===== config.mk =====
export PLATFORM = sky130hd
export DESIGN_NAME = can_frame_text_parser_top_flat
export DESIGN_NICKNAME = d
export VERILOG_FILES = /design/src/hdl/cftp_pkg.sv /design/src/hdl/cftp_in_if.sv /design/src/hdl/cftp_out_if.sv /design/src/hdl/cftp_scan.sv /design/src/hdl/can_frame_text_parser_top.sv /design/src/flat_wrapper.sv
export SDC_FILE = /design/constraint.sdc
export NUM_CORES = 1
export LEC_CHECK = 0
export ABC_CLOCK_PERIOD_IN_PS = 6300
export BUFFER_PORTS_ARGS = -buffer_cell sky130_fd_sc_hd__buf_2
export CAP_MARGIN = 20
export CORE_MARGIN = 2
export CORE_UTILIZATION = 50
export DETAILED_ROUTE_END_ITERATION = 8
export PLACE_DENSITY = 0.7
export SLEW_MARGIN = 20
export SYNTH_ARGS = -nofsm -noshare
export SYNTH_HDL_FRONTEND = slang
export SYNTH_HIERARCHICAL = 1
export SYNTH_SLANG_ARGS = --single-unit
export TNS_END_PERCENT = 30

===== constraint.sdc =====
create_clock -name clk -period 6.3 [get_ports clk]
set_input_delay 0.315 -clock clk [delete_from_list [all_inputs] [get_ports clk]]
set_output_delay 0.315 -clock clk [all_outputs]
set_load 0.01 [all_outputs]

===== src/hdl/cftp_pkg.sv =====
// ----------------------------------------------------------------------------
// CAN frame text parser package
// Shared types, constants and the per-character scan functions.
// ----------------------------------------------------------------------------
package cftp_pkg;

    localparam int unsigned ACC_W     = 32;
    localparam int unsigned ID_W      = 11;
    localparam int unsigned COUNT_W   = 4;
    localparam int unsigned BYTE_W    = 8;
    localparam int unsigned NUM_BYTES = 8;

    localparam logic [ACC_W-1:0]   ID_MAX     = 32'h0000_07ff;
    localparam logic [ACC_W-1:0]   BYTE_MAX   = 32'h0000_00ff;
    localparam logic [COUNT_W-1:0] LAST_SLOT  = 4'd7;
    localparam logic [7:0]         SPACE_MAX  = 8'd32;

    typedef enum logic [2:0] {
        PH_GAP  = 3'd0,
        PH_DEC  = 3'd1,
        PH_ZERO = 3'd2,
        PH_HEX  = 3'd3,
        PH_BIN  = 3'd4
    } phase_t;

    typedef enum logic [2:0] {
        ST_OK       = 3'd0,
        ST_ID_BIG   = 3'd1,
        ST_TOO_MANY = 3'd2,
        ST_BYTE_BIG = 3'd3,
        ST_NO_ID    = 3'd4
    } status_t;

    typedef struct packed {
        phase_t                              phase;
        logic [ACC_W-1:0]                    acc;
        logic                                id_seen;
        logic [ID_W-1:0]                     held_id;
        logic [COUNT_W-1:0]                  held_count;
        logic [NUM_BYTES-1:0][BYTE_W-1:0]    held_bytes;
        status_t                             err;
        logic                                stopped;
    } scan_state_t;

    typedef struct packed {
        status_t                             status;
        logic [ID_W-1:0]                     frame_id;
        logic [COUNT_W-1:0]                  byte_count;
        logic [NUM_BYTES-1:0][BYTE_W-1:0]    data;
    } result_t;

    localparam scan_state_t SCAN_RESET = '0;

    // Close the current number: first one is the ID, the rest are data bytes.
    function automatic scan_state_t take_number(scan_state_t s, logic [ACC_W-1:0] n);
        s.phase = PH_GAP;
        s.acc   = '0;
        if (!s.id_seen) begin
            if (n > ID_MAX) begin
                s.err     = ST_ID_BIG;
                s.stopped = 1'b1;
            end
            else begin
                s.held_id = n[ID_W-1:0];
                s.id_seen = 1'b1;
            end
        end
        else if (s.held_count > LAST_SLOT) begin
            s.err     = ST_TOO_MANY;
            s.stopped = 1'b1;
        end
        else if (n > BYTE_MAX) begin
            s.err     = ST_BYTE_BIG;
            s.stopped = 1'b1;
        end
        else begin
            s.held_bytes[s.held_count[2:0]] = n[BYTE_W-1:0];
            s.held_count = s.held_count + 4'd1;
        end
        return s;
    endfunction

    function automatic scan_state_t start_token(scan_state_t s, logic [7:0] c);
        if (c == 8'd0) begin
            s.stopped = 1'b1;
        end
        else if (c <= SPACE_MAX) begin
            s.phase = PH_GAP;
        end
        else if (c == "0") begin
            s.phase = PH_ZERO;
            s.acc   = '0;
        end
        else if (c >= "1" && c <= "9") begin
            s.phase = PH_DEC;
            s.acc   = {{(ACC_W-4){1'b0}}, c[3:0]};
        end
        else begin
            s.stopped = 1'b1;
        end
        return s;
    endfunction

    function automatic scan_state_t scan_char(scan_state_t s, logic [7:0] c);
        logic             is_dec;
        logic             is_hex_uc;
        logic             is_hex_lc;
        logic [ACC_W-1:0] times_ten;
        is_dec    = (c >= "0" && c <= "9");
        is_hex_uc = (c >= "A" && c <= "F");
        is_hex_lc = (c >= "a" && c <= "f");
        // acc * 10 + digit as a shift-add
        times_ten = (s.acc << 3) + (s.acc << 1) + {{(ACC_W-4){1'b0}}, c[3:0]};
        unique case (s.phase)
            PH_ZERO: begin
                if (c == "x" || c == "X") begin
                    s.phase = PH_HEX;
                    s.acc   = '0;
                end
                else if (c == "b" || c == "B") begin
                    s.phase = PH_BIN;
                    s.acc   = '0;
                end
                else if (is_dec) begin
                    s.phase = PH_DEC;
                    s.acc   = times_ten;
                end
                else begin
                    s = take_number(s, s.acc);
                    if (!s.stopped) s = start_token(s, c);
                end
            end
            PH_DEC: begin
                if (is_dec) begin
                    s.acc = times_ten;
                end
                else begin
                    s = take_number(s, s.acc);
                    if (!s.stopped) s = start_token(s, c);
                end
            end
            PH_HEX: begin
                if (is_dec) begin
                    s.acc = {s.acc[ACC_W-5:0], c[3:0]};
                end
                else if (is_hex_uc || is_hex_lc) begin
                    // 'A'/'a' low nibble is 1, so nibble + 9 gives 10..15
                    s.acc = {s.acc[ACC_W-5:0], c[3:0] + 4'd9};
                end
                else begin
                    s = take_number(s, s.acc);
                    if (!s.stopped) s = start_token(s, c);
                end
            end
            PH_BIN: begin
                if (c == "0" || c == "1") begin
                    s.acc = {s.acc[ACC_W-2:0], c[0]};
                end
                else begin
                    s = take_number(s, s.acc);
                    if (!s.stopped) s = start_token(s, c);
                end
            end
            default: begin
                s = start_token(s, c);
            end
        endcase
        return s;
    endfunction

endpackage


===== src/hdl/cftp_in_if.sv =====
// ----------------------------------------------------------------------------
// Character channel
// Valid/ready channel carrying one text character per transaction.
// ----------------------------------------------------------------------------
interface cftp_in_if;
    logic       valid;
    logic       ready;
    logic [7:0] character;
    logic       last_char;

    modport source (output valid, output character, output last_char, input ready);
    modport sink   (input valid, input character, input last_char, output ready);
endinterface


===== src/hdl/cftp_out_if.sv =====
// ----------------------------------------------------------------------------
// Frame result channel
// Valid/ready channel carrying one parsed frame per transaction.
// ----------------------------------------------------------------------------
interface cftp_out_if;
    logic        valid;
    logic        ready;
    logic [2:0]  status;
    logic [10:0] frame_id;
    logic [3:0]  byte_count;
    logic [7:0]  data_0;
    logic [7:0]  data_1;
    logic [7:0]  data_2;
    logic [7:0]  data_3;
    logic [7:0]  data_4;
    logic [7:0]  data_5;
    logic [7:0]  data_6;
    logic [7:0]  data_7;

    modport source (
        output valid, output status, output frame_id, output byte_count,
        output data_0, output data_1, output data_2, output data_3,
        output data_4, output data_5, output data_6, output data_7,
        input  ready
    );
    modport sink (
        input  valid, input status, input frame_id, input byte_count,
        input  data_0, input data_1, input data_2, input data_3,
        input  data_4, input data_5, input data_6, input data_7,
        output ready
    );
endinterface


===== src/hdl/cftp_scan.sv =====
// ----------------------------------------------------------------------------
// CAN frame text scanner
// Holds the parse state and advances it by one character per step.
// ----------------------------------------------------------------------------
module cftp_scan (
    input  logic              clk,
    input  logic              rst_n,
    input  logic              step,
    input  logic [7:0]        character,
    input  logic              last_char,
    output cftp_pkg::result_t result
);

    cftp_pkg::scan_state_t state_reg;
    cftp_pkg::scan_state_t state_next;
    cftp_pkg::scan_state_t scanned;
    cftp_pkg::scan_state_t closed;
    cftp_pkg::status_t     status;

    always_comb
    begin
        scanned = state_reg;
        if (!state_reg.stopped) scanned = cftp_pkg::scan_char(state_reg, character);

        // a number still open at the end of the text is closed here
        closed = scanned;
        if (!scanned.stopped && scanned.phase != cftp_pkg::PH_GAP)
            closed = cftp_pkg::take_number(scanned, scanned.acc);

        if (closed.err != cftp_pkg::ST_OK)
            status = closed.err;
        else if (!closed.id_seen)
            status = cftp_pkg::ST_NO_ID;
        else
            status = cftp_pkg::ST_OK;

        result = '0;
        result.status = status;
        if (status == cftp_pkg::ST_OK) begin
            result.frame_id   = closed.held_id;
            result.byte_count = closed.held_count;
            // slots past the count are never written, so they stay zero
            result.data       = closed.held_bytes;
        end

        state_next = state_reg;
        if (step) state_next = last_char ? cftp_pkg::SCAN_RESET : scanned;
    end

    always_ff @(posedge clk or negedge rst_n)
    begin
        if (!rst_n)
            state_reg <= cftp_pkg::SCAN_RESET;
        else
            state_reg <= state_next;
    end

endmodule


===== src/hdl/can_frame_text_parser_top.sv =====
// ----------------------------------------------------------------------------
// CAN frame text parser
// Parses send-frame command text into an identifier and up to eight bytes.
// ----------------------------------------------------------------------------
// Takes one character per transaction and delivers one frame result per
// command, on the transaction after the character flagged last_char. Throughput
// is one character per clock unless a stalled result holds up input; the parse
// state advances by one character per step, the decimal accumulate being a
// shift-add. A character is held in the input register before it is parsed,
// and the frame is loaded into the output register as that last character
// steps the parser, so frame.valid rises from the output register once the
// last character has passed through the input register. A stalled result
// holds up input only once the next command's last character is waiting in
// the input register.
module can_frame_text_parser_top (
    input logic       clk,
    input logic       rst_n,
    cftp_in_if.sink   text,
    cftp_out_if.source frame
);

    logic              in_vld_reg;
    logic [7:0]        char_reg;
    logic              last_reg;
    logic              out_vld_reg;
    logic              out_vld_next;
    logic              advance;
    logic              step;
    cftp_pkg::result_t result;
    cftp_pkg::result_t res_reg;

    // only a last character needs room in the output register
    assign advance    = !out_vld_reg || frame.ready;
    assign step       = in_vld_reg && (advance || !last_reg);
    assign text.ready = !in_vld_reg || step;

    always_comb
    begin
        out_vld_next = out_vld_reg;
        if (advance) out_vld_next = step && last_reg;
    end

    always_ff @(posedge clk or negedge rst_n)
    begin
        if (!rst_n) begin
            in_vld_reg  <= 1'b0;
            out_vld_reg <= 1'b0;
        end
        else begin
            if (text.ready) in_vld_reg <= text.valid;
            out_vld_reg <= out_vld_next;
        end
    end

    always_ff @(posedge clk)
    begin
        if (text.ready && text.valid) begin
            char_reg <= text.character;
            last_reg <= text.last_char;
        end
        if (step && last_reg) res_reg <= result;
    end

    cftp_scan u_scan (
        .clk       (clk),
        .rst_n     (rst_n),
        .step      (step),
        .character (char_reg),
        .last_char (last_reg),
        .result    (result)
    );

    assign frame.valid      = out_vld_reg;
    assign frame.status     = res_reg.status;
    assign frame.frame_id   = res_reg.frame_id;
    assign frame.byte_count = res_reg.byte_count;
    assign frame.data_0     = res_reg.data[0];
    assign frame.data_1     = res_reg.data[1];
    assign frame.data_2     = res_reg.data[2];
    assign frame.data_3     = res_reg.data[3];
    assign frame.data_4     = res_reg.data[4];
    assign frame.data_5     = res_reg.data[5];
    assign frame.data_6     = res_reg.data[6];
    assign frame.data_7     = res_reg.data[7];

endmodule

===== src/flat_wrapper.sv =====
// flat-port wrapper written by rule: the top's interface ports become plain ports
module can_frame_text_parser_top_flat 
  (clk, rst_n, text_valid, text_character, text_last_char, text_ready, frame_valid, frame_status, frame_frame_id, frame_byte_count, frame_data_0, frame_data_1, frame_data_2, frame_data_3, frame_data_4, frame_data_5, frame_data_6, frame_data_7, frame_ready);
  cftp_in_if text_i ();
  cftp_out_if frame_i ();
  input logic clk;
  input logic rst_n;
  input wire logic [$bits(text_i.valid)-1:0] text_valid;
  input wire logic [$bits(text_i.character)-1:0] text_character;
  input wire logic [$bits(text_i.last_char)-1:0] text_last_char;
  output wire logic [$bits(text_i.ready)-1:0] text_ready;
  output wire logic [$bits(frame_i.valid)-1:0] frame_valid;
  output wire logic [$bits(frame_i.status)-1:0] frame_status;
  output wire logic [$bits(frame_i.frame_id)-1:0] frame_frame_id;
  output wire logic [$bits(frame_i.byte_count)-1:0] frame_byte_count;
  output wire logic [$bits(frame_i.data_0)-1:0] frame_data_0;
  output wire logic [$bits(frame_i.data_1)-1:0] frame_data_1;
  output wire logic [$bits(frame_i.data_2)-1:0] frame_data_2;
  output wire logic [$bits(frame_i.data_3)-1:0] frame_data_3;
  output wire logic [$bits(frame_i.data_4)-1:0] frame_data_4;
  output wire logic [$bits(frame_i.data_5)-1:0] frame_data_5;
  output wire logic [$bits(frame_i.data_6)-1:0] frame_data_6;
  output wire logic [$bits(frame_i.data_7)-1:0] frame_data_7;
  input wire logic [$bits(frame_i.ready)-1:0] frame_ready;
  assign text_i.valid = text_valid;
  assign text_i.character = text_character;
  assign text_i.last_char = text_last_char;
  assign text_ready = text_i.ready;
  assign frame_valid = frame_i.valid;
  assign frame_status = frame_i.status;
  assign frame_frame_id = frame_i.frame_id;
  assign frame_byte_count = frame_i.byte_count;
  assign frame_data_0 = frame_i.data_0;
  assign frame_data_1 = frame_i.data_1;
  assign frame_data_2 = frame_i.data_2;
  assign frame_data_3 = frame_i.data_3;
  assign frame_data_4 = frame_i.data_4;
  assign frame_data_5 = frame_i.data_5;
  assign frame_data_6 = frame_i.data_6;
  assign frame_data_7 = frame_i.data_7;
  assign frame_i.ready = frame_ready;
  can_frame_text_parser_top u_core (.clk(clk), .rst_n(rst_n), .text(text_i), .frame(frame_i));
endmodule

==> metrics, run 1 <==
sequential-to-total area share from yosys stat 0.402; Max-Cap Viols 0; CP Data Arrival Time 5.75 ns; WL per Instance 23.7 um; starting density of the core 0.512; GR Util met1 0.426; number of flops mapped to enable cells by yosys 91; r2r worst-path depth 16; Synth cell types slightly below 100; crit path buf inv count 3; CTS clock-pin slew for the worst setup and hold paths 0.07 ns; hpwl dp slightly below 30000 um; grt ovf 0; largest net degree at the start of global routing between 80 and 90; hold path cells 3; antenna cells 0; Max Slew Vio Count 0; clk root buf clkbuf_16; synthesis-stage register bit count 212; slowest CP cell dfrtp_1; Crit Reg-Reg Startpoint u_core/u_scan/state_reg[84]; Worst-Skew Late Latency 0.52 ns; share of the synthesized area in the top cell type 0.211; Pleak 6.78 nW; status finished, final reports clean; DRC viols 0; core area between 20000 and 30000 um2; M2 GR Usage 0.433; Mapped Avg Cell Area 10.1 um2; setup violators final 0; Crit path depth 16; via count 12900; boundary pin count 97; Synth area leader dfrtp_1; pwr dens 352 nW/um2; crit path launch u_core/u_scan/state_reg[84]; Core Util, Final 0.574; fin worst setup slack 0.811 ns; Num CTS Buffers 24; final hold vios 0; min cycle time layout 5.49 ns; vias in the first global route 12400; pre-CTS setup slack ~1.0 ns; CTS tree done; Tcrit/Tclk final 0.871; clock sinks between 200 and 250; die area 30000 um2; final antenna-violating net count 0; f_max 182 MHz; Largest stage delay, worst path 0.73 ns; Most Used Layer, Global Route met2; Final Net Count 1562; Hold Crit Class in -> reg; Max-slew headroom 0.260; Area Overhead vs Synth 12.1%; Primary FF master, synth dfrtp_1; layout filler cell count 2431; WL final roughly 45000 um; r2r setup slk 0.81 ns; CP endpoint u_core/frame.data_0[2]; PortBufs 96; R2R Path End u_core/frame.data_0[2]; Top Family by Delay on Critical Path simple AND/OR/NAND/NOR gates; vias per cell 6.88; share of layout cells above drive strength 1 0.160; Synth Cell Area 14300 um2; Cell Rows 61; Largest register FFs 119; most common cell after layout, fill and taps aside dfrtp_1; Pre-Repair DR Iteration Count 7; Clock Skews 0.0123 ns; crit path launch type flop; initial antenna violation count 0; commonest cells after routing, fill and taps aside dfrtp_1 (121), nand2_1 (99), buf_2 (95), edfxtp_1 (91), nor3_1 (89); cts repair resizes 0; VDD IR max 0.000218 V; Cells after Synth 1417; H-tree Lvls 1; Ys Warns 6; WP data required between 6 and 7 ns; RSZ-0062 raised after global routing no; chip width between 150 and 200 um; dominant cells by area after synthesis dfrtp_1 (21%), edfxtp_1 (19%), ha_1 (5.7%), a22o_1 (5.3%), mux2i_1 (5.0%); Critical Path End Type flop; Worst-Margin Slew approximately 1.1 ns; GR Util met3 0.0572; Final TNS setup 0 ns; kind of critical path reg -> reg; Die Y 173 um; global-route wire length before repair around 70000 um; First DRT Iteration DRCs 1719; syn nets about 1500; Async SR Flop Fraction 0.571; GRT Overall Usage 0.291; crit path cell chain inv_1 -> fa_1 -> inv_1 -> fa_1 -> a211o_1 -> o211ai_1 -> a211oi_1 -> or3_1 -> a32oi_1 -> nand4_1 -> nor4b_2 -> and4_1 -> buf_4 -> nand4_2 -> mux2i_1 -> nor3_1; routability congestion estimate from global placement 0.922; largest buffer count on any clock path 3; maximum fanout along the worst path 14
kinds of logic after synthesis:
kind of cell,Yosys count,synth area share
buffers and inverters,133,0.0399
flip-flops,212,0.402
AO/OA/AOI/OAI,492,0.263
adder cells (fa/ha/maj),68,0.0602
multiplexers,84,0.0597
XOR/XNOR,22,0.0134
AND/OR/NAND/NOR,406,0.162
cells in the mapped netlist (7+ instances only):
library cell  instances
mux2_2               12
o211ai_1             11
a21o_1               15
xor2_1                7
a211o_1               7
nand3_1              24
mux2i_1              72
o2bb2ai_1            19
edfxtp_1             91
a22o_1               86
nand2b_1             14
o21ai_1              17
clkbuf_1             65
a22oi_1              19
buf_2                25
nor4_1               11
ha_1                 65
a32o_1               54
inv_1                30
a221o_1               9
nand4_1              18
nor3_1               89
a21oi_1              64
dfrtp_1             121
nor4b_2              10
and2_1               10
nand2_1              99
o21ai_0              69
and3_1               13
xnor2_1              15
nor2_1               53
nor2b_1               7
a211oi_1             14
a221oi_1             11
o22ai_1              11
repair_timing:
item	CTS	global route
hold endpoints to repair	70	0
buffers inserted	0	0
hold buffers	11	0
how the worst min path moves through the flow:
stage                                             end        start
final                               u_core/in_vld_reg  frame_ready
after global routing                u_core/in_vld_reg  frame_ready
after CTS                           u_core/in_vld_reg  frame_ready
after detailed placement  u_core/u_scan/state_reg[16]        rst_n
after global placement    u_core/u_scan/state_reg[17]        rst_n
after floorplan                    u_core/frame.valid        rst_n
area by class of cell:
cell class,count,area [um2],share of cell area
tap,378,473,0.0294
timing repair buffer,140,853,0.0531
multi-input combinational,1072,8050,0.501
sequential,212,5760,0.359
inverter,32,120,0.00748
clock buffer,30,654,0.0407
clock inverter,14,156,0.00974
where the power goes:
| group | internal, mW | total, mW | switching (mW) |
|---|---|---|---|
| Sequential | 1.53 | 1.69 | 0.154 |
| Clock | 0.861 | 1.44 | 0.581 |
| Combinational | 0.794 | 2.53 | 1.73 |
stage by stage:
step / hold slack [ns] / cells / power (mW) / cell area [um2]
floorplan: 0.0194 / 1417 / 3.39 / 14300
global placement: 0.458 / 1823 / 4.11 / 15100
detailed placement: 0.460 / 1823 / 4.13 / 15100
CTS: 0.125 / 1878 / 5.59 / 16100
global route: 0.150 / 1878 / 5.91 / 16100
finish: 0.136 / 1878 / 5.66 / 16100
tightest hold or removal path: stages:
cell,delay (ns)
buf_2,0.11
nand4b_4,0.14
nand2b_1,0.05
per-layer routing:
metal	wire, um	part of all wire
met5	0	0
met4	1240	0.028
met3	4710	0.11
met2	19400	0.43
met1	19200	0.43
Power figures use the tool's default switching activity.
==> run 2: changes to the inputs <==
--- a/config.mk
+++ b/config.mk
@@ -5,6 +5,7 @@
 export SDC_FILE = /design/constraint.sdc
 export NUM_CORES = 1
 export LEC_CHECK = 0
+export ABC_AREA = 1
 export ABC_CLOCK_PERIOD_IN_PS = 6300
 export BUFFER_PORTS_ARGS = -buffer_cell sky130_fd_sc_hd__buf_2
 export CAP_MARGIN = 20
==> metrics, run 2 <==
status finished, final reports clean (unchanged); Cells after Synth 2098 (was 1417); VDD IR max 0.000220 V (was 0.000218 V); RSZ-0062 raised after global routing no (unchanged); Primary FF master, synth dfrtp_1 (unchanged); synthesis-stage register bit count 212 (unchanged); PortBufs 96 (unchanged); die area 31300 um2 (was 30000 um2); Mapped Avg Cell Area 7.12 um2 (was 10.1 um2); pre-CTS setup slack 1.14 ns (was 0.996 ns); dominant cells by area after synthesis dfrtp_1 (20%), edfxtp_1 (18%), nand2_1 (14%), inv_1 (6.8%), nor2_1 (6.0%) (was dfrtp_1 (21%), edfxtp_1 (19%), ha_1 (5.7%), a22o_1 (5.3%), mux2i_1 (5.0%)); global-route wire length before repair 74300 um (was 70500 um); Die Y 177 um (was 173 um); Pre-Repair DR Iteration Count 5 (was 7); final antenna-violating net count 0 (unchanged); H-tree Lvls 1 (unchanged); Largest register FFs 119 (unchanged); Num CTS Buffers 23 (was 24); grt ovf 0 (unchanged); sequential-to-total area share from yosys stat 0.386 (was 0.402); initial antenna violation count 0 (unchanged); setup violators final 0 (unchanged); pwr dens 370 nW/um2 (was 352 nW/um2); routability congestion estimate from global placement 0.953 (was 0.922); WP data required 6.63 ns (was 6.56 ns); share of the synthesized area in the top cell type 0.203 (was 0.211); CTS clock-pin slew for the worst setup and hold paths 0.06 ns (was 0.07 ns); postcts setup bufs 0 (unchanged); f_max 191 MHz (was 182 MHz); final hold vios 0 (unchanged); Final TNS setup 0 ns (unchanged); Synth cell types 51 (was 98); core area 29600 um2 (was 28000 um2); WL per Instance 18.4 um (was 23.7 um); largest net degree at the start of global routing 72 (was 86); Critical Path End Type flop (unchanged); crit path launch type flop (unchanged); First DRT Iteration DRCs 1499 (was 1719); clk root buf clkbuf_16 (unchanged); clock sinks 212 (unchanged); Area Overhead vs Synth 10.8% (was 12.1%); Inst Count DP 2519 (was 1823); antenna cells 0 (unchanged); Tcrit/Tclk final 0.833 (was 0.871); Synth Cell Area 14900 um2 (was 14300 um2); Max Slew Vio Count 0 (unchanged); maximum fanout along the worst path 43 (was 14); commonest cells after routing, fill and taps aside nand2_1 (547), inv_1 (268), nor2_1 (237), a21oi_1 (125), dfrtp_1 (121) (was dfrtp_1 (121), nand2_1 (99), buf_2 (95), edfxtp_1 (91), nor3_1 (89)); Hold Crit Class in -> reg (unchanged); share of layout cells above drive strength 1 0.101 (was 0.160); Synth area leader dfrtp_1 (unchanged); fin worst setup slack 1.05 ns (was 0.811 ns); GRT Overall Usage 0.299 (was 0.291); Max-slew headroom 0.195 (was 0.260); vias per cell 5.83 (was 6.88); number of flops mapped to enable cells by yosys 91 (unchanged); CTS tree done (unchanged); leading post-synthesis cells by instance count nand2_1 (548), inv_1 (269), nor2_1 (237), a21oi_1 (126), dfrtp_1 (121) (was dfrtp_1 (121), nand2_1 (99), edfxtp_1 (91), nor3_1 (89), a22o_1 (86)); Clock Skews 0.0193 ns (was 0.0123 ns); Cell Rows 63 (was 61); chip width 177 um (was 173 um); CP Data Arrival Time 5.58 ns (was 5.75 ns); Total Power 6.12 mW (was 5.66 mW); leading cell type by number of instances after synthesis nand2_1 (was dfrtp_1); most common cell after layout, fill and taps aside nand2_1 (was dfrtp_1); Max-Cap Viols 0 (unchanged); boundary pin count 97 (unchanged); via count 15000 (was 12900); DRC viols 0 (unchanged); hpwl dp 33700 um (was 29100 um); min cycle time layout 5.25 ns (was 5.49 ns); Worst-Skew Late Latency 0.54 ns (was 0.52 ns); vias in the first global route 13900 (was 12400); syn nets 2178 (was 1497); Final Net Count 2245 (was 1562); Pleak 7.89 nW (was 6.78 nW); Async SR Flop Fraction 0.571 (unchanged); layout filler cell count 2862 (was 2431); kind of critical path reg -> reg (unchanged); Final Non-Filler Cells 2572 (was 1878); Worst-Margin Slew 1.20 ns (was 1.10 ns); Ys Warns 6 (unchanged); largest buffer count on any clock path 3 (unchanged); starting density of the core 0.505 (was 0.512); WL final 47300 um (was 44500 um)
-- run 2: worst paths after layout --
path                                        startpoint                           to  slack, ns  depth (start not counted)
setup / recovery                    u_core/char_reg[3]       u_core/frame.data_6[6]       1.05                         23
hold / removal                             frame_ready           u_core/frame.valid       0.14                          4
setup reg to reg                    u_core/char_reg[3]       u_core/frame.data_6[6]       1.05                         23
hold reg to reg            u_core/u_scan/state_reg[26]  u_core/u_scan/state_reg[26]       0.49                          2
max in group asynchronous                        rst_n  u_core/u_scan/state_reg[49]       4.46                          3
min in group asynchronous                        rst_n           u_core/frame.valid       0.38                          2
-- run 2: metrics by stage --
| step | instance area [um2] | util | hold WS (ns) |
|---|---|---|---|
| 2_1_floorplan | 14900 | - | 0.0194 |
| 3_3_place_gp | 15700 | 0.530 | 0.425 |
| 3_5_place_dp | 15700 | 0.530 | 0.421 |
| 4_1_cts | 16500 | 0.560 | 0.133 |
| 5_1_grt | 16500 | 0.560 | 0.162 |
| 6_report | 16500 | 0.560 | 0.141 |
-- run 2: cell type report --
cell class,count,area [um2],area share
inverter,289,1090,0.0656
multi-input combinational,1512,7690,0.465
timing repair buffer,127,756,0.0457
clock buffer,31,637,0.0385
clock inverter,11,126,0.00764
tap,390,488,0.0295
sequential,212,5760,0.348
-- run 2: worst max-delay path, stage by stage, from the launching register on --
cell and delay, ns:
edfxtp_1 0.54, inv_1 0.17, fa_1 0.56, inv_1 0.07, fa_1 0.48, nand3_1 0.11, nand3_1 0.18, nand2_1 0.11
nand2_1 0.12, or2_2 0.29, nand3_1 0.07, nand3_1 0.07, nand2_1 0.07, o21ai_1 0.10, nor2_1 0.13, nand2_1 0.06
nor2_1 0.25, nand4_1 0.22, nor2_4 0.55, buf_12 0.31, nand3_2 0.22, nand2_1 0.11, nand2_1 0.09, nor2_1 0.16
-- run 2: power by group --
group,switching (mW),internal [mW]
clock,0.577,0.799
sequential,0.122,1.54
combinational,2.22,0.861
total,2.92,3.20
-- run 2: layer usage --
metal  wire length (um)  vias up  track usage
li1                   -     7123            -
met1              20500     7087        0.424
met2              21700      673        0.477
met3               3390      116       0.0273
met4               1690        0        0.109
met5                  0        -            0
-- run 2: cells by family after synthesis --
family	count (synthesis)	synth area share
and+or+nand+nor	1041	0.300
AOI/OAI and AO/OA	397	0.153
adders and majority gates	67	0.0571
DFF	212	0.386
xor gates and xnor gates	7	0.00410
buffers and inverters	374	0.100
-- run 2: what timing repair did --
action                    CTS  global route
hold endpoints to repair   61             0
hold buffers               11             0
resized for setup           0             0
==> run 3: changes to the inputs <==
--- a/config.mk
+++ b/config.mk
@@ -5,8 +5,8 @@
 export SDC_FILE = /design/constraint.sdc
 export NUM_CORES = 1
 export LEC_CHECK = 0
-export ABC_AREA = 1
-export ABC_CLOCK_PERIOD_IN_PS = 6300
+export ABC_AREA = 0
+export ABC_CLOCK_PERIOD_IN_PS = 5500
 export BUFFER_PORTS_ARGS = -buffer_cell sky130_fd_sc_hd__buf_2
 export CAP_MARGIN = 20
 export CORE_MARGIN = 2
==> constraint.sdc (replaced) <==
create_clock -name clk -period 5.5 [get_ports clk]
set_input_delay 0.275 -clock clk [delete_from_list [all_inputs] [get_ports clk]]
set_output_delay 0.275 -clock clk [all_outputs]
set_load 0.01 [all_outputs]
==> metrics, run 3 (synthesis gave the netlist of run 1 again) <==
postcts setup bufs 0 (unchanged); WL final 45600 um (was 47300 um); Worst-Margin Slew 1.08 ns (was 1.20 ns); largest net degree at the start of global routing 86 (was 72); Pleak 6.92 nW (was 7.89 nW); H-tree Lvls 1 (unchanged); Sw Ratio 0.442 (was 0.477); status finished, final reports clean (unchanged); final antenna-violating net count 0 (unchanged); f_max 192 MHz (was 191 MHz); Worst-Skew Late Latency 0.52 ns (was 0.54 ns); sw power 2.90 mW (was 2.92 mW); Top Family by Delay on Critical Path compound AO/OA/AOI/OAI gates (was simple AND/OR/NAND/NOR gates); hpwl dp 30500 um (was 33700 um); clock sinks 212 (unchanged); Hold Crit Class in -> reg (unchanged); layout filler cell count 2384 (was 2862); clock network power share 0.246 (was 0.225); boundary pin count 97 (unchanged); initial antenna violation count 0 (unchanged); via count 13000 (was 15000); Seq. cell area 5760 um2 (unchanged); Pint 3.67 mW (was 3.20 mW); core area 28000 um2 (was 29600 um2); Die Y 173 um (was 177 um); Area Overhead vs Synth 13.9% (was 10.8%); grt ovf 0 (unchanged); Worst Hold Launch frame_ready (unchanged); Final Net Count 1594 (was 2245); die area 30000 um2 (was 31300 um2); Largest stage delay, worst path 0.81 ns (was 0.56 ns); routability congestion estimate from global placement 0.958 (was 0.953); CTS tree done (unchanged); WP data required 5.76 ns (was 6.63 ns); r2r worst-path depth 16 (was 23); Max-slew headroom 0.281 (was 0.195); setup violators final 0 (unchanged); antenna cells 0 (unchanged); Critical Path End Type flop (unchanged); sequential share of power 0.290 (was 0.272); Tcrit/Tclk final 0.948 (was 0.833); Core Util, Final 0.583 (was 0.560); Worst Hold Path EP u_core/frame.valid (unchanged); starting density of the core 0.512 (was 0.505); R2R Path End u_core/frame.data_7[5] (was u_core/frame.data_6[6]); final hold slack 0.107 ns (was 0.141 ns); pre-CTS setup slack 0.223 ns (was 1.14 ns); VDD IR max 0.000269 V (was 0.000220 V); Crit Reg-Reg Startpoint u_core/char_reg[3] (unchanged); min cycle time layout 5.21 ns (was 5.25 ns); chip width 173 um (was 177 um); r2r setup slk 0.29 ns (was 1.05 ns); largest buffer count on any clock path 3 (unchanged); final hold vios 0 (unchanged); fin worst setup slack 0.285 ns (was 1.05 ns); slowest CP cell a21oi_4 (was fa_1); most common cell after layout, fill and taps aside dfrtp_1 (was nand2_1); crit path cell chain inv_2 -> fa_1 -> inv_1 -> ha_1 -> a211oi_1 -> o211ai_1 -> and3_1 -> o21ai_1 -> a211o_1 -> or3b_1 -> a211o_1 -> nand4b_1 -> nor2_1 -> a21oi_4 -> buf_4 -> nor3_1 (was inv_1 -> fa_1 -> inv_1 -> fa_1 -> nand3_1 -> nand3_1 -> nand2_1 -> nand2_1 -> or2_2 -> nand3_1 -> nand3_1 -> nand2_1 -> o21ai_1 -> nor2_1 -> nand2_1 -> nor2_1 -> nand4_1 -> nor2_4 -> buf_12 -> nand3_2 -> nand2_1 -> nand2_1 -> nor2_1); kind of critical path reg -> reg (unchanged); hold path cells 3 (was 4); Max Slew Vio Count 0 (unchanged); commonest cells after routing, fill and taps aside dfrtp_1 (121), nand2_1 (99), buf_2 (95), edfxtp_1 (91), nor3_1 (89) (was nand2_1 (547), inv_1 (268), nor2_1 (237), a21oi_1 (125), dfrtp_1 (121)); pwr dens 402 nW/um2 (was 370 nW/um2); crit path buf inv count 3 (unchanged); RSZ-0062 raised after global routing no (unchanged); maximum fanout along the worst path 28 (was 43); footprint of the multi-input gates 8080 um2 (was 7690 um2); Total Power 6.57 mW (was 6.12 mW); Pre-Repair DR Iteration Count 9 (was 5); DRC viols 0 (unchanged); Clock Skews 0.0153 ns (was 0.0193 ns); vias per cell 6.81 (was 5.83); Most common cell on crit path a211o_1 (was nand2_1); share of layout cells above drive strength 1 0.179 (was 0.101); Gate power share 0.464 (was 0.504); Max-Cap Viols 0 (unchanged); GRT Overall Usage 0.294 (was 0.299); vias in the first global route 12200 (was 13900); CTS clock-pin slew for the worst setup and hold paths 0.06 ns (about the same); Final TNS setup 0 ns (unchanged); Largest register FFs 119 (unchanged); First DRT Iteration DRCs 1849 (was 1499); PortBufs 96 (unchanged); Num CTS Buffers 25 (was 23); clk root buf clkbuf_16 (unchanged); Cell Rows 61 (was 63); global-route wire length before repair 70800 um (was 74300 um); WL per Instance 23.9 um (was 18.4 um); crit path launch type flop (unchanged); CP Data Arrival Time 5.47 ns (was 5.58 ns)
## run 3: worst reg2reg max path: cells and delay by family (launching register included)
kind | cells | cell delay [ns]
compound gates | 6 | 2.07
fa+ha+maj | 2 | 0.86
buf+inv | 3 | 0.64
flops | 1 | 0.36
simple gates | 5 | 1.02
## run 3: power groups by stage
stage          clock (mW)  combinational (mW)  sequential [mW]
2_1_floorplan           0                1.99             1.89
3_3_place_gp            0                2.89             1.93
3_5_place_dp            0                2.90             1.93
4_1_cts              1.64                2.92             1.90
5_1_grt              1.70                3.22             1.92
6_report             1.62                3.05             1.91
## run 3: layout make-up
cell class / count / share of cell area
clock inverters: 15 / 0.00835
repair buffers: 171 / 0.0673
multi-input cells: 1072 / 0.495
clock buffers: 30 / 0.0407
flip-flops and latches: 212 / 0.353
inverters: 32 / 0.00735
well taps: 378 / 0.0290
## run 3: timing repair
action	4_1_cts	5_1_grt
hold buffers	11	0
resized for setup	0	4
setup endpoints to repair	0	2
endpoints found under the hold margin	69	0
## run 3: worst max-delay path by stage
stage / start / end / slack [ns] / cells past startpoint
finish: u_core/char_reg[3] / u_core/frame.data_7[5] / 0.29 / 16
global route: u_core/char_reg[3] / u_core/frame.data_6[7] / 0.003 / 17
CTS: u_core/char_reg[3] / u_core/frame.frame_id[10] / 0.18 / 17
detailed placement: u_core/char_reg[3] / u_core/frame.frame_id[10] / 0.22 / 17
global placement: u_core/char_reg[1] / u_core/frame.frame_id[10] / 0.30 / 15
floorplan: u_core/frame.valid / u_core/frame.byte_count[0] / 0.98 / 2
## run 3: through the flow
step / std cells / instance area (um2)
floorplan: 1417 / 14300
global placement: 1853 / 15400
detailed placement: 1853 / 15400
CTS: 1909 / 16300
global route: 1910 / 16300
finish: 1910 / 16300
## run 3: per-layer routing
layer	wire, um	global-route usage	up-vias
met3	4960	0.0511	109
li1	-	-	5826
met2	19900	0.442	778
met4	1300	0.0876	0
met5	0	0	-
met1	19400	0.435	6286
